## src/rtl/bkvt_pkg.sv

```systemverilog
// bounded key/value table: shared constants, operation codes and item types
// no dependencies
`timescale 1ns / 1ps
`default_nettype none
package bkvt_pkg;

    localparam int CAPACITY   = 256;
    localparam int KEY_BITS   = 32;
    localparam int VALUE_BITS = 32;
    localparam int ADDR_W     = $clog2(CAPACITY);
    localparam int CNT_W      = $clog2(CAPACITY + 1);
    localparam int OP_W       = 3;
    localparam int POS_W      = 8;

    localparam logic [OP_W-1:0] OP_INSERT    = 3'd0;
    localparam logic [OP_W-1:0] OP_UPDATE    = 3'd1;
    localparam logic [OP_W-1:0] OP_UPSERT    = 3'd2;
    localparam logic [OP_W-1:0] OP_ERASE     = 3'd3;
    localparam logic [OP_W-1:0] OP_CONTAINS  = 3'd4;
    localparam logic [OP_W-1:0] OP_GET_KEY   = 3'd5;
    localparam logic [OP_W-1:0] OP_GET_POS   = 3'd6;

    typedef struct packed {
        logic [OP_W-1:0]       operation;
        logic [KEY_BITS-1:0]   key_in;
        logic [VALUE_BITS-1:0] value_in;
        logic [POS_W-1:0]      position;
    } t_req;

    typedef struct packed {
        logic                  success;
        logic [KEY_BITS-1:0]   key_out;
        logic [VALUE_BITS-1:0] value_out;
        logic [CNT_W-1:0]      entry_count;
        logic                  is_empty;
    } t_rsp;

    typedef struct packed {
        logic [KEY_BITS-1:0]   key;
        logic [VALUE_BITS-1:0] value;
    } t_entry;

    typedef struct packed {
        logic              we;
        logic [ADDR_W-1:0] waddr;
        t_entry            wdata;
        logic [ADDR_W-1:0] raddr;
    } t_ram_cmd;

endpackage
`default_nettype wire

```

## src/rtl/bkvt_seq.sv

```systemverilog
// bounded key/value table: sequencer for search, append, update, erase shift and reads
// depends on bkvt_pkg; drives bkvt_ram through a t_ram_cmd
`timescale 1ns / 1ps
`default_nettype none
module bkvt_seq (
    input  wire logic                        i_clk,
    input  wire logic                        i_rst_n,
    input  wire logic                        i_start,
    output logic                             o_busy,
    input  wire bkvt_pkg::t_req              i_req,
    input  wire logic [bkvt_pkg::CNT_W-1:0]  i_limit,
    output logic                             o_valid,
    output bkvt_pkg::t_rsp                   o_rsp,
    output bkvt_pkg::t_ram_cmd               o_ram,
    input  wire bkvt_pkg::t_entry            i_rdata
);
    import bkvt_pkg::*;

    localparam logic [2:0] S_IDLE   = 3'd0;
    localparam logic [2:0] S_SEARCH = 3'd1;
    localparam logic [2:0] S_MISS   = 3'd2;
    localparam logic [2:0] S_SHIFT  = 3'd3;
    localparam logic [2:0] S_POS    = 3'd4;

    logic [2:0]        r_state, n_state;
    t_req              r_req, n_req;
    logic [ADDR_W-1:0] r_idx, n_idx;
    logic [CNT_W-1:0]  r_count, n_count;
    logic              r_valid, n_valid;
    t_rsp              r_rsp, n_rsp;

    always_comb begin
        logic                  match;
        logic                  last;
        logic                  hit;
        logic                  miss;
        logic                  ok;
        logic [KEY_BITS-1:0]   kout;
        logic [VALUE_BITS-1:0] vout;

        n_state = r_state;
        n_req   = r_req;
        n_idx   = r_idx;
        n_count = r_count;
        n_valid = 1'b0;
        n_rsp   = r_rsp;
        o_ram   = '0;
        ok      = 1'b0;
        kout    = '0;
        vout    = '0;

        match = (i_rdata.key == r_req.key_in);
        last  = !(({1'b0, r_idx} + CNT_W'(1)) < r_count);
        hit   = (r_state == S_SEARCH) && match;
        miss  = (r_state == S_MISS) || ((r_state == S_SEARCH) && !match && last);

        case (r_state)
            S_IDLE: begin
                if (i_start) begin
                    n_req = i_req;
                    n_idx = '0;
                    case (i_req.operation)
                        OP_GET_POS: begin
                            if ({1'b0, i_req.position} < r_count) begin
                                o_ram.raddr = i_req.position;
                                n_state     = S_POS;
                            end else begin
                                n_valid = 1'b1;
                            end
                        end
                        OP_INSERT, OP_UPDATE, OP_UPSERT, OP_ERASE,
                        OP_CONTAINS, OP_GET_KEY: begin
                            o_ram.raddr = '0;
                            n_state     = (r_count == '0) ? S_MISS : S_SEARCH;
                        end
                        default: begin
                            n_valid = 1'b1;
                        end
                    endcase
                end
            end
            S_SEARCH: begin
                if (!match && !last) begin
                    o_ram.raddr = r_idx + ADDR_W'(1);
                    n_idx       = r_idx + ADDR_W'(1);
                end
            end
            S_SHIFT: begin
                o_ram.we    = 1'b1;
                o_ram.waddr = r_idx;
                o_ram.wdata = i_rdata;
                if (({1'b0, r_idx} + CNT_W'(2)) < r_count) begin
                    o_ram.raddr = r_idx + ADDR_W'(2);
                    n_idx       = r_idx + ADDR_W'(1);
                end else begin
                    n_count = r_count - CNT_W'(1);
                    ok      = 1'b1;
                    n_valid = 1'b1;
                end
            end
            S_POS: begin
                ok      = 1'b1;
                kout    = i_rdata.key;
                vout    = i_rdata.value;
                n_valid = 1'b1;
            end
            default: begin
                n_state = S_IDLE;
            end
        endcase

        if (hit) begin
            case (r_req.operation)
                OP_UPDATE, OP_UPSERT: begin
                    o_ram.we          = 1'b1;
                    o_ram.waddr       = r_idx;
                    o_ram.wdata.key   = r_req.key_in;
                    o_ram.wdata.value = r_req.value_in;
                    ok                = 1'b1;
                    n_valid           = 1'b1;
                end
                OP_ERASE: begin
                    if (last) begin
                        n_count = r_count - CNT_W'(1);
                        ok      = 1'b1;
                        n_valid = 1'b1;
                    end else begin
                        o_ram.raddr = r_idx + ADDR_W'(1);
                        n_state     = S_SHIFT;
                    end
                end
                OP_CONTAINS: begin
                    ok      = 1'b1;
                    n_valid = 1'b1;
                end
                OP_GET_KEY: begin
                    ok      = 1'b1;
                    vout    = i_rdata.value;
                    n_valid = 1'b1;
                end
                default: begin
                    n_valid = 1'b1;
                end
            endcase
        end

        if (miss) begin
            n_valid = 1'b1;
            if (((r_req.operation == OP_INSERT) || (r_req.operation == OP_UPSERT))
                    && (r_count < i_limit)) begin
                o_ram.we          = 1'b1;
                o_ram.waddr       = r_count[ADDR_W-1:0];
                o_ram.wdata.key   = r_req.key_in;
                o_ram.wdata.value = r_req.value_in;
                n_count           = r_count + CNT_W'(1);
                ok                = 1'b1;
            end
        end

        if (n_valid) begin
            n_state           = S_IDLE;
            n_rsp.success     = ok;
            n_rsp.key_out     = kout;
            n_rsp.value_out   = vout;
            n_rsp.entry_count = n_count;
            n_rsp.is_empty    = (n_count == '0);
        end
    end

    always_ff @(posedge i_clk) begin
        if (!i_rst_n) begin
            r_state <= S_IDLE;
            r_count <= '0;
            r_valid <= 1'b0;
        end else begin
            r_state <= n_state;
            r_count <= n_count;
            r_valid <= n_valid;
        end
        r_req <= n_req;
        r_idx <= n_idx;
        r_rsp <= n_rsp;
    end

    assign o_busy  = (r_state != S_IDLE);
    assign o_valid = r_valid;
    assign o_rsp   = r_rsp;

endmodule
`default_nettype wire

```

## config.mk

```make
export PLATFORM = sky130hd
export DESIGN_NAME = bkvt_seq
export DESIGN_NICKNAME = d
export VERILOG_FILES = /design/src/rtl/bkvt_pkg.sv /design/src/rtl/bkvt_seq.sv
export SDC_FILE = /design/constraint.sdc
export NUM_CORES = 1
export LEC_CHECK = 0
export BUFFER_PORTS_ARGS = -buffer_cell sky130_fd_sc_hd__buf_4
export CAP_MARGIN = 10
export CORE_ASPECT_RATIO = 2
export CORE_MARGIN = 2
export CORE_UTILIZATION = 23
export CTS_CLUSTER_DIAMETER = 80
export DETAILED_ROUTE_END_ITERATION = 7
export MAX_ROUTING_LAYER = met4
export PLACE_DENSITY = 0.47
export SYNTH_ARGS = -nofsm -noshare
export SYNTH_HDL_FRONTEND = slang
export SYNTH_SLANG_ARGS = --single-unit
```

## constraint.sdc

```tcl
create_clock -name i_clk -period 7.4 [get_ports i_clk]
set_clock_uncertainty 0.1 [all_clocks]
set_input_delay 1.48 -clock i_clk [delete_from_list [all_inputs] [get_ports i_clk]]
set_output_delay 1.48 -clock i_clk [all_outputs]
set_load 0.05 [all_outputs]
```

# ---- After elaboration in Yosys (flattened, before gate mapping)
# Cells that the tools add are included.
dict set report totals {
  out_inout_bits 158
  in_bits 151
  reg_bits 163
}
dict set report classes {
  magnitude_cmp 4
  bitwise_logic 1
  n_mux 50
  n_eq_ne 19
  n_reduce_logical 23
  addsub 6
}
# operator count
set ops {}
lappend ops {{73-bit 2-to-1 mux} 4}
lappend ops {{32-bit 2-to-1 mux} 3}
lappend ops {{81-bit 2-to-1 mux} 1}
lappend ops {{8-bit 2-to-1 mux} 10}
lappend ops {{9-bit 2-to-1 mux} 7}
lappend ops {{8-bit one-hot mux with 3 select lines} 2}
lappend ops {{32-bit equality test} 1}
lappend ops {{9-bit less-than comparator} 3}
lappend ops {{3-bit by 2-bit equality test with 1-bit output, second input constant} 6}
lappend ops {{3-bit equality test, second input constant} 6}
lappend ops {{9-bit logical NOT} 2}
lappend ops {{3-bit 2-to-1 mux} 5}
lappend ops {{3-bit one-hot mux with 2 select lines} 2}
lappend ops {{1-bit 2-to-1 mux} 11}
lappend ops {{8-bit by 1-bit adder with 9-bit output, second input constant} 1}
lappend ops {{8-bit by 2-bit adder with 9-bit output, second input constant} 1}
lappend ops {{9-bit by 1-bit adder with 9-bit output, second input constant} 1}
lappend ops {{3-bit by 1-bit equality test with 1-bit output, second input constant} 3}
lappend ops {{3-bit logical NOT} 3}
lappend ops {{8-bit by 9-bit less-than comparator with 1-bit output} 1}
lappend ops {{9-bit by 1-bit subtractor with 9-bit output, second input constant} 1}
lappend ops {{8-bit by 1-bit adder with 8-bit output, second input constant} 1}
lappend ops {{8-bit by 2-bit adder with 8-bit output, second input constant} 1}
lappend ops {{1-bit one-hot mux with 2 select lines} 3}
lappend ops {{15 further kinds} 24}

# ---- Logic depth before layout (Yosys ltp)
# Gate-level depths: netlist of the first run.
dict set report depth {
  word_depth 10
  depth_mapped 17
  depth_no_buf 13
}

# ---- Least setup slack after synthesis of the first run
# Ideal clock, no wire load.
dict set report synth_timing {
  path_kind {input to output}
  from {input port i_start}
  to {output port o_ram[0] (netlist name)}
  n_path_buf 0
  path_stages 5
  arrival_ns 5.809
  setup_slack_ns 0.011
  cell_sequence {inv_1 > nor2_1 > nand3_1 > a211oi_2 > a221o_1}
}
# element line_no
set synth_rtl {}
lappend synth_rtl {{from (decl)} bkvt_seq.sv:8} ;# input wire logic i_start,
lappend synth_rtl {{to (decl)} bkvt_seq.sv:14} ;# output bkvt_pkg::t_ram_cmd o_ram,

==> results of run 1 <==
-- flip-flops by register name (all words and copies together), names as in the netlist --
name / flops
r_req: 67
r_state: 3
r_idx: 8
o_rsp: 75
o_valid: 1
r_count: 9
-- synth_stat cells (4+ instances only) --
cell type,n
nand4_1,10
a21o_1,6
xnor2_1,16
ha_1,35
and2_1,54
edfxtp_1,150
dfxtp_1,13
xor2_1,35
and4_1,4
nand2b_1,4
and3_1,9
buf_6,6
a22o_1,71
nand2_1,23
a32oi_1,4
clkbuf_1,20
o21ai_0,8
nor2b_1,36
nor2_1,26
a221o_1,7
inv_1,27
a21oi_1,15
nor4_1,12
nor3_1,6
nand3_1,8
buf_4,4
a31oi_1,5
-- per-stage QoR --
step / hold WS, ps / setup WS (ps) / util / cell area, um2 / instances
2_1_floorplan: 524.5 / 11.21 / - / 8257 / 653
3_3_place_gp: 653.9 / 1109 / 0.3109 / 11060 / 1389
3_5_place_dp: 663.7 / 1107 / 0.3109 / 11060 / 1389
4_1_cts: 674.5 / 1099 / 0.3268 / 11620 / 1421
5_1_grt: 696.6 / 914.3 / 0.3271 / 11630 / 1426
6_report: 673.7 / 1168 / 0.3271 / 11630 / 1426
-- cell families (layout without fill, tap and decap cells) --
family | after synthesis | after routing | synth area share
other cells | 0 | 5 | 0
simple gates | 205 | 205 | 0.1427
mux | 1 | 1 | 0.001212
xor+xnor | 51 | 51 | 0.05410
flops | 163 | 163 | 0.5771
compound gates | 139 | 139 | 0.1374
buf+inv | 59 | 377 | 0.03440
fa+ha+maj | 35 | 35 | 0.05304
-- per-layer routing --
layer	vias to the layer above	global-route usage	routed length [um]
met5	-	-	0
met4	0	0.07734	1077
met3	42	0.03425	1587
met2	208	0.3188	17870
met1	3138	0.1406	9498
li1	3068	-	-
-- layout make-up --
type                            count  share of cell area
Sequential cell                   163              0.4096
Multi-Input combinational cell    431              0.2784
Timing Repair Buffer              318              0.2052
Tap cell                          450             0.04840
Clock buffer                       19             0.03904
Clock inverter                     13            0.009465
Inverter                           27            0.008820
Antenna cell                        5            0.001076
-- how the worst min path moves through the flow --
stage,slack (ps),start,end
floorplan,520,r_state[0],o_valid
global placement,650,r_count[7],o_rsp[8]
detailed placement,660,r_count[4],o_rsp[5]
CTS,670,r_count[4],o_rsp[5]
global route,700,r_count[7],o_rsp[8]
finish,670,r_count[7],o_rsp[8]
-- worst max-delay path: stages (launching register included) --
cell      delay, ps
edfxtp_1        550
ha_1            360
xnor2_1         320
inv_1            90
ha_1            300
nand2_1          50
o21ai_1         280
a21oi_1         190
o21a_1          280
o31ai_4         440
and2_1          210
nand2b_4        390
buf_4           350
a22o_1          190
buf_4           200
-- power by group through the flow --
stage                     clock network (mW)  registers [mW]  logic (mW)
after global placement                     0            1.17       0.562
final                                  0.861            1.15       0.555
after floorplan                            0            1.33       0.164
after global routing                   0.919            1.16       0.588
after detailed placement                   0            1.17       0.564
after CTS                              0.894            1.15       0.565
==> results.ini, run 1 <==
[pwr]
ir_worst_vdd_mv = 0.1417
power_density_mw_per_mm2 = 220.7
p_int_mw = 1.745
switching_power_uw = 821.7
pwr-share-comb = 0.216
power_mw = 2.567
pwr-share-clk = 0.336
p_sw_frac = 0.3201
p_seq_frac = 0.448
leakagePower_nw = 4.827

[grt]
antenna_found_initial = 5
grt_usage = 0.1628
grt_pass1_vias = 6671
grt_overflow = 0
grt_max_degree = 70
grt_pass1_wl_mm = 42.13

[worst_setup_path]
worst_setup_path_end_kind = output pin
cp.arrival_ps = 4650
setup.worst_path.start = r_idx[0]
crit_path_max_fanout = 27
r2r_end = o_rsp[38]
regToRegStartpoint = r_idx[1]
reg2regPathDepth = 13
crit_end = o_ram[28]
cp-start-kind = flip-flop
rrSetupSlack_ps = 2830
crit_type = reg2out
cp.required_ps = 5820

[floorplan]
fp.dieArea_mm2 = 0.03752
die_h_um = 272.0
initial_core_util = 0.2322
core_area_mm2 = 0.03556
rows = 98
die_x_um = 138.0
ios = 309

[cts]
cts_buffer_depth = 2
cts_root_buf = clkbuf_16
htree_levels = 4
postCtsSetupRepairBufs = 0
cts-resized-gates = 0
cts_tree = built
cts_inserted_buffers = 17
clk_pin_slew_ps = 70
cts_sinks = 163
clkLatencyLatePin_ps = 440
holdBufCountCts = 0

[yosys]
synthesis.nets = 839
ys.flop_type = edfxtp_1
ys_seq_area_frac = 0.5771
yosysTopAreaCellShare = 0.5455
async_flop_share = 0
synth.cell_area_mm2 = 0.008257
synth_area_leaders = edfxtp_1 55%, a22o_1 7.5%, ha_1 5.3%
synthCells = 653
avgSynthCellArea_um2 = 12.64
ys_seq_elements = 163
ys_warn_count = 0
yosysTopAreaCell = edfxtp_1
ys_types = 56
synth_edf_count = 150

[timing]
fmax_ghz = 0.1605
slew_headroom = 0.2965
tightestPinTransition_ps = 1055
min_period_ps = 6232
rsz0062_at_grt = false
hold_violations = 0
period_share = 0.8421
finalSetupTns_ps = 0
finalMaxSlewViolations = 0
finalSetupViolations = 0

[hold_path]
hold_depth = 1
hold_path.class = reg2reg

[finish]
multi_input_area_mm2 = 0.003238
area.growth.synth_to_final_pct = 40.88
seq_area_mm2 = 0.004765
final_layout_size_suffix_gt1_frac = 0.3749
final_cell_mix = 318 x buf_4, 150 x edfxtp_1, 71 x a22o_1
nFillCells = 3661
nets = 1144
layout_commonest_cell = buf_4

[routing]
ant_nets = 0
drtIter0Drc = 216
drc = 0
firstDrtPassIters = 4
num_vias = 6456
wl_per_cell_um = 21.06
drt-total-wl_mm = 30.04
vias_per_cell = 4.527

[place]
portBuffers = 308
gp_congestion = 0.8551
dpl.hpwl_mm = 23.54

[run_status]
status = finished clean

[flow_run]
cap_violations = 0

Note: power is estimated with default switching activity, not from simulation.
==> run 2: changes to the inputs <==
--- a/config.mk
+++ b/config.mk
@@ -5,6 +5,7 @@
 export SDC_FILE = /design/constraint.sdc
 export NUM_CORES = 1
 export LEC_CHECK = 0
+export ABC_AREA = 1
 export BUFFER_PORTS_ARGS = -buffer_cell sky130_fd_sc_hd__buf_4
 export CAP_MARGIN = 10
 export CORE_ASPECT_RATIO = 2
@@ -13,7 +14,7 @@
 export CTS_CLUSTER_DIAMETER = 80
 export DETAILED_ROUTE_END_ITERATION = 7
 export MAX_ROUTING_LAYER = met4
-export PLACE_DENSITY = 0.47
+export PLACE_DENSITY = 0.46
 export SYNTH_ARGS = -nofsm -noshare
 export SYNTH_HDL_FRONTEND = slang
 export SYNTH_SLANG_ARGS = --single-unit
==> constraint.sdc (replaced) <==
create_clock -name i_clk -period 5.6 [get_ports i_clk]
set_clock_uncertainty 0.1 [all_clocks]
set_input_delay 1.12 -clock i_clk [delete_from_list [all_inputs] [get_ports i_clk]]
set_output_delay 1.12 -clock i_clk [all_outputs]
set_load 0.05 [all_outputs]
==> run 2 against run 1 <==
Power up 56%. Critical path depth up 3. Sequential share of layout area down 2.8 points. Clock power up 46%. Sequential power up 38%. Combinational power up 110%. Count of clock-buffer cells in the layout down 2. Synthesized area up 7.5%. Setup slack worse by 1000 ps. Highest routed layer unchanged.
==> results.ini, run 2 <==
[floorplan]
initial_core_util = 0.2334  ; was 0.2322
fp.dieArea_mm2 = 0.04029  ; was 0.03752 mm2
die_x_um = 142.9  ; was 138.0 um
ios = 309  ; unchanged
die_h_um = 281.9  ; was 272.0 um
rows = 101  ; was 98
core_area_mm2 = 0.03804  ; was 0.03556 mm2

[timing]
finalSetupViolations = 0  ; unchanged
min_period_ps = 5435
hold_violations = 0  ; unchanged
finalMaxSlewViolations = 0  ; unchanged
hold-worst-slack_ps = 494.7  ; was 673.7 ps
slew_headroom = 0.2642  ; was 0.2965
finalSetupTns_ps = 0  ; unchanged
period_share = 0.9705
fmax_ghz = 0.1840
rsz0062_at_grt = true  ; was false
tightestPinTransition_ps = 1102  ; was 1055 ps

[worst_setup_path]
rrSetupSlack_ps = 1530  ; was 2830 ps
setup.worst_path.start = r_idx[0]  ; unchanged
worst_setup_path_end_kind = output pin  ; unchanged
cp.arrival_ps = 4210  ; was 4650 ps
crit_type = reg2out  ; unchanged
crit_end = o_ram[51]  ; was o_ram[28]
reg2regPathDepth = 17  ; was 13
regToRegStartpoint = r_idx[2]  ; was r_idx[1]
crit_path_max_fanout = 33  ; was 27
cp.required_ps = 4380  ; was 5820 ps
r2r_end = o_rsp[33]  ; was o_rsp[38]
cp-start-kind = flip-flop  ; unchanged

[grt]
grt_usage = 0.1672  ; was 0.1628
grt_overflow = 0  ; unchanged
antenna_found_initial = 7  ; was 5
grt_pass1_vias = 7973  ; was 6,671
grt_max_degree = 66  ; was 70
grt_pass1_wl_mm = 47.36  ; was 42.13 mm

[cts]
holdBufCountCts = 0  ; unchanged
clk_pin_slew_ps = 70  ; about the same
cts_tree = built  ; unchanged
htree_levels = 4  ; unchanged
clkLatencyLatePin_ps = 450  ; was 440 ps
cts_sinks = 163  ; unchanged
postCtsSetupRepairBufs = 0  ; unchanged
cts_inserted_buffers = 17  ; unchanged
cts_root_buf = clkbuf_16  ; unchanged
cts_buffer_depth = 2  ; unchanged

[routing]
met3WireLength_mm = 1.782  ; was 1.587 mm
ant_nets = 0  ; unchanged
wl_met1_mm = 11.16  ; was 9.498 mm
wl_per_cell_um = 18.31  ; was 21.06 um
vias_per_cell = 4.262  ; was 4.527
route.met2.wl_mm = 19.94  ; was 17.87 mm
num_vias = 7923  ; was 6,456
drc = 0  ; unchanged
firstDrtPassIters = 5  ; was 4
drt-total-wl_mm = 34.03  ; was 30.04 mm
drtIter0Drc = 267  ; was 216
top_layer_used = met4  ; unchanged

[yosys]
avgSynthCellArea_um2 = 8.765  ; was 12.64 um2
ys_types = 37  ; was 56
async_flop_share = 0  ; unchanged
yosysTopAreaCellShare = 0.5073  ; was 0.5455
ys_seq_area_frac = 0.5366  ; was 0.5771
ys_seq_elements = 163  ; unchanged
synth.most_common_cell = nand2_1  ; was edfxtp_1
synth_common_cells = 224 x nand2_1, 190 x inv_1, 150 x edfxtp_1  ; was 150 x edfxtp_1, 71 x a22o_1, 54 x and2_1
yosysTopAreaCell = edfxtp_1  ; unchanged
synth_edf_count = 150  ; unchanged
synth_area_leaders = edfxtp_1 51%, nand2_1 9.5%, inv_1 8.0%  ; was edfxtp_1 55%, a22o_1 7.5%, ha_1 5.3%
synthCells = 1013  ; was 653
synth.cell_area_mm2 = 0.008879  ; was 0.008257 mm2
ys_warn_count = 0  ; unchanged
synthesis.nets = 1199  ; was 839
ys.flop_type = edfxtp_1  ; unchanged

[finish]
nets = 1510  ; was 1,144
area.growth.synth_to_final_pct = 40.61  ; was 40.88%
largest_reg_flops = 75  ; unchanged
nFillCells = 4021  ; was 3,661
layout_commonest_cell = buf_4  ; unchanged
final_cell_mix = 312 x buf_4, 224 x nand2_1, 188 x inv_1  ; was 318 x buf_4, 150 x edfxtp_1, 71 x a22o_1
final_layout_size_suffix_gt1_frac = 0.2962  ; was 0.3749
fin_area_mm2 = 0.01248  ; was 0.01163 mm2

[hold_path]
hold_path.class = reg2reg  ; unchanged

[flow_run]
cap_violations = 0  ; unchanged

[pwr]
ir_worst_vdd_mv = 0.2157  ; was 0.1417 mV
leakagePower_nw = 5.997  ; was 4.827 nW
power_density_mw_per_mm2 = 320.7  ; was 220.7 mW/mm2

[place]
placedInstanceArea_mm2 = 0.01181  ; was 0.01106 mm2
dpl.hpwl_mm = 26.41  ; was 23.54 mm
portBuffers = 308  ; unchanged
gp_congestion = 0.9164  ; was 0.8551

[run_status]
status = finished clean  ; unchanged

[run 2: cell types whose count changed after synthesis, moves of 54 or more]
cell,delta
nand2_1,+201
inv_1,+163
nor2_1,+112
a22o_1,-71
o22ai_1,+65
and2_1,-54
[run 2: cells by family (layout without fill, tap and decap cells)]
logic type	count (synthesis)	in the layout	share of synthesized area
and+or+nand+nor	426	426	0.1970
adders and majority gates	35	35	0.04932
DFF	163	163	0.5366
other	0	7	0
buffers and inverters	238	562	0.1063
AOI/OAI and AO/OA	130	130	0.09005
xor gates and xnor gates	21	21	0.02072
[run 2: metrics by stage]
step / instances / setup slack (ps) / power [mW] / util
6_report: 1859 / 165.5 / 4.004 / 0.3282
4_1_cts: 1851 / 72.42 / 4.072 / 0.3270
5_1_grt: 1859 / -14.94 / 4.197 / 0.3282
3_3_place_gp: 1819 / 540.3 / 2.772 / 0.3104
3_5_place_dp: 1819 / 488.0 / 2.780 / 0.3104
2_1_floorplan: 1013 / 262.1 / 2.336 / -
[run 2: cell type report]
| class | count | area, um2 | share of cell area |
|---|---|---|---|
| flip-flops and latches | 163 | 4765 | 0.3816 |
| well taps | 515 | 644.4 | 0.05161 |
| repair buffers | 316 | 2419 | 0.1937 |
| clock buffers | 17 | 425.4 | 0.03407 |
| inverters | 214 | 804.5 | 0.06444 |
| diodes | 7 | 17.52 | 0.001403 |
| multi-input cells | 612 | 3209 | 0.2571 |
| clock inverters | 15 | 200.2 | 0.01604 |
[run 2: report_power, final]
group	leakage, nW	switching, mW	internal, mW	total, mW
clock	0.297	0.549	0.715	1.26
sequential	1.56	0.0646	1.52	1.59
combinational	4.14	0.814	0.341	1.15
[run 2: metal layers]
layer  global-route usage  vias to the layer above
li1                     -                     3930
met1               0.1454                     3681
met2               0.3319                      262
met3              0.03465                       50
met4              0.07692                        0
met5                    -                        -
[run 2: worst max-delay path, stage by stage, from the launching register on]
cell	delay [ps]
edfxtp_1	490
ha_1	270
nand3_1	200
xor2_2	260
inv_1	70
ha_1	300
nand2_1	70
nor2_1	250
o211ai_1	150
nand3_2	150
nand3_2	100
nand2_2	140
nand2_4	150
inv_2	210
a21oi_4	80
clkbuf_16	240
o22ai_1	340
buf_4	280
[run 2: timing repair]
item	in CTS	in global routing
cloned	0	1
gates resized for setup	1	3
pin swaps	0	0
setup endpoints to repair	2	27
[run 2: how the worst min path moves through the flow]
| stage | end | cells after the start | slack [ps] | startpoint |
|---|---|---|---|---|
| floorplan | r_count[2] | 2 | 420 | r_count[2] |
| global placement | r_count[0] | 2 | 470 | r_count[0] |
| detailed placement | r_count[0] | 2 | 480 | r_count[0] |
| CTS | r_count[0] | 2 | 490 | r_count[0] |
| global route | r_count[0] | 2 | 520 | r_count[0] |
| finish | r_count[0] | 2 | 490 | r_count[0] |
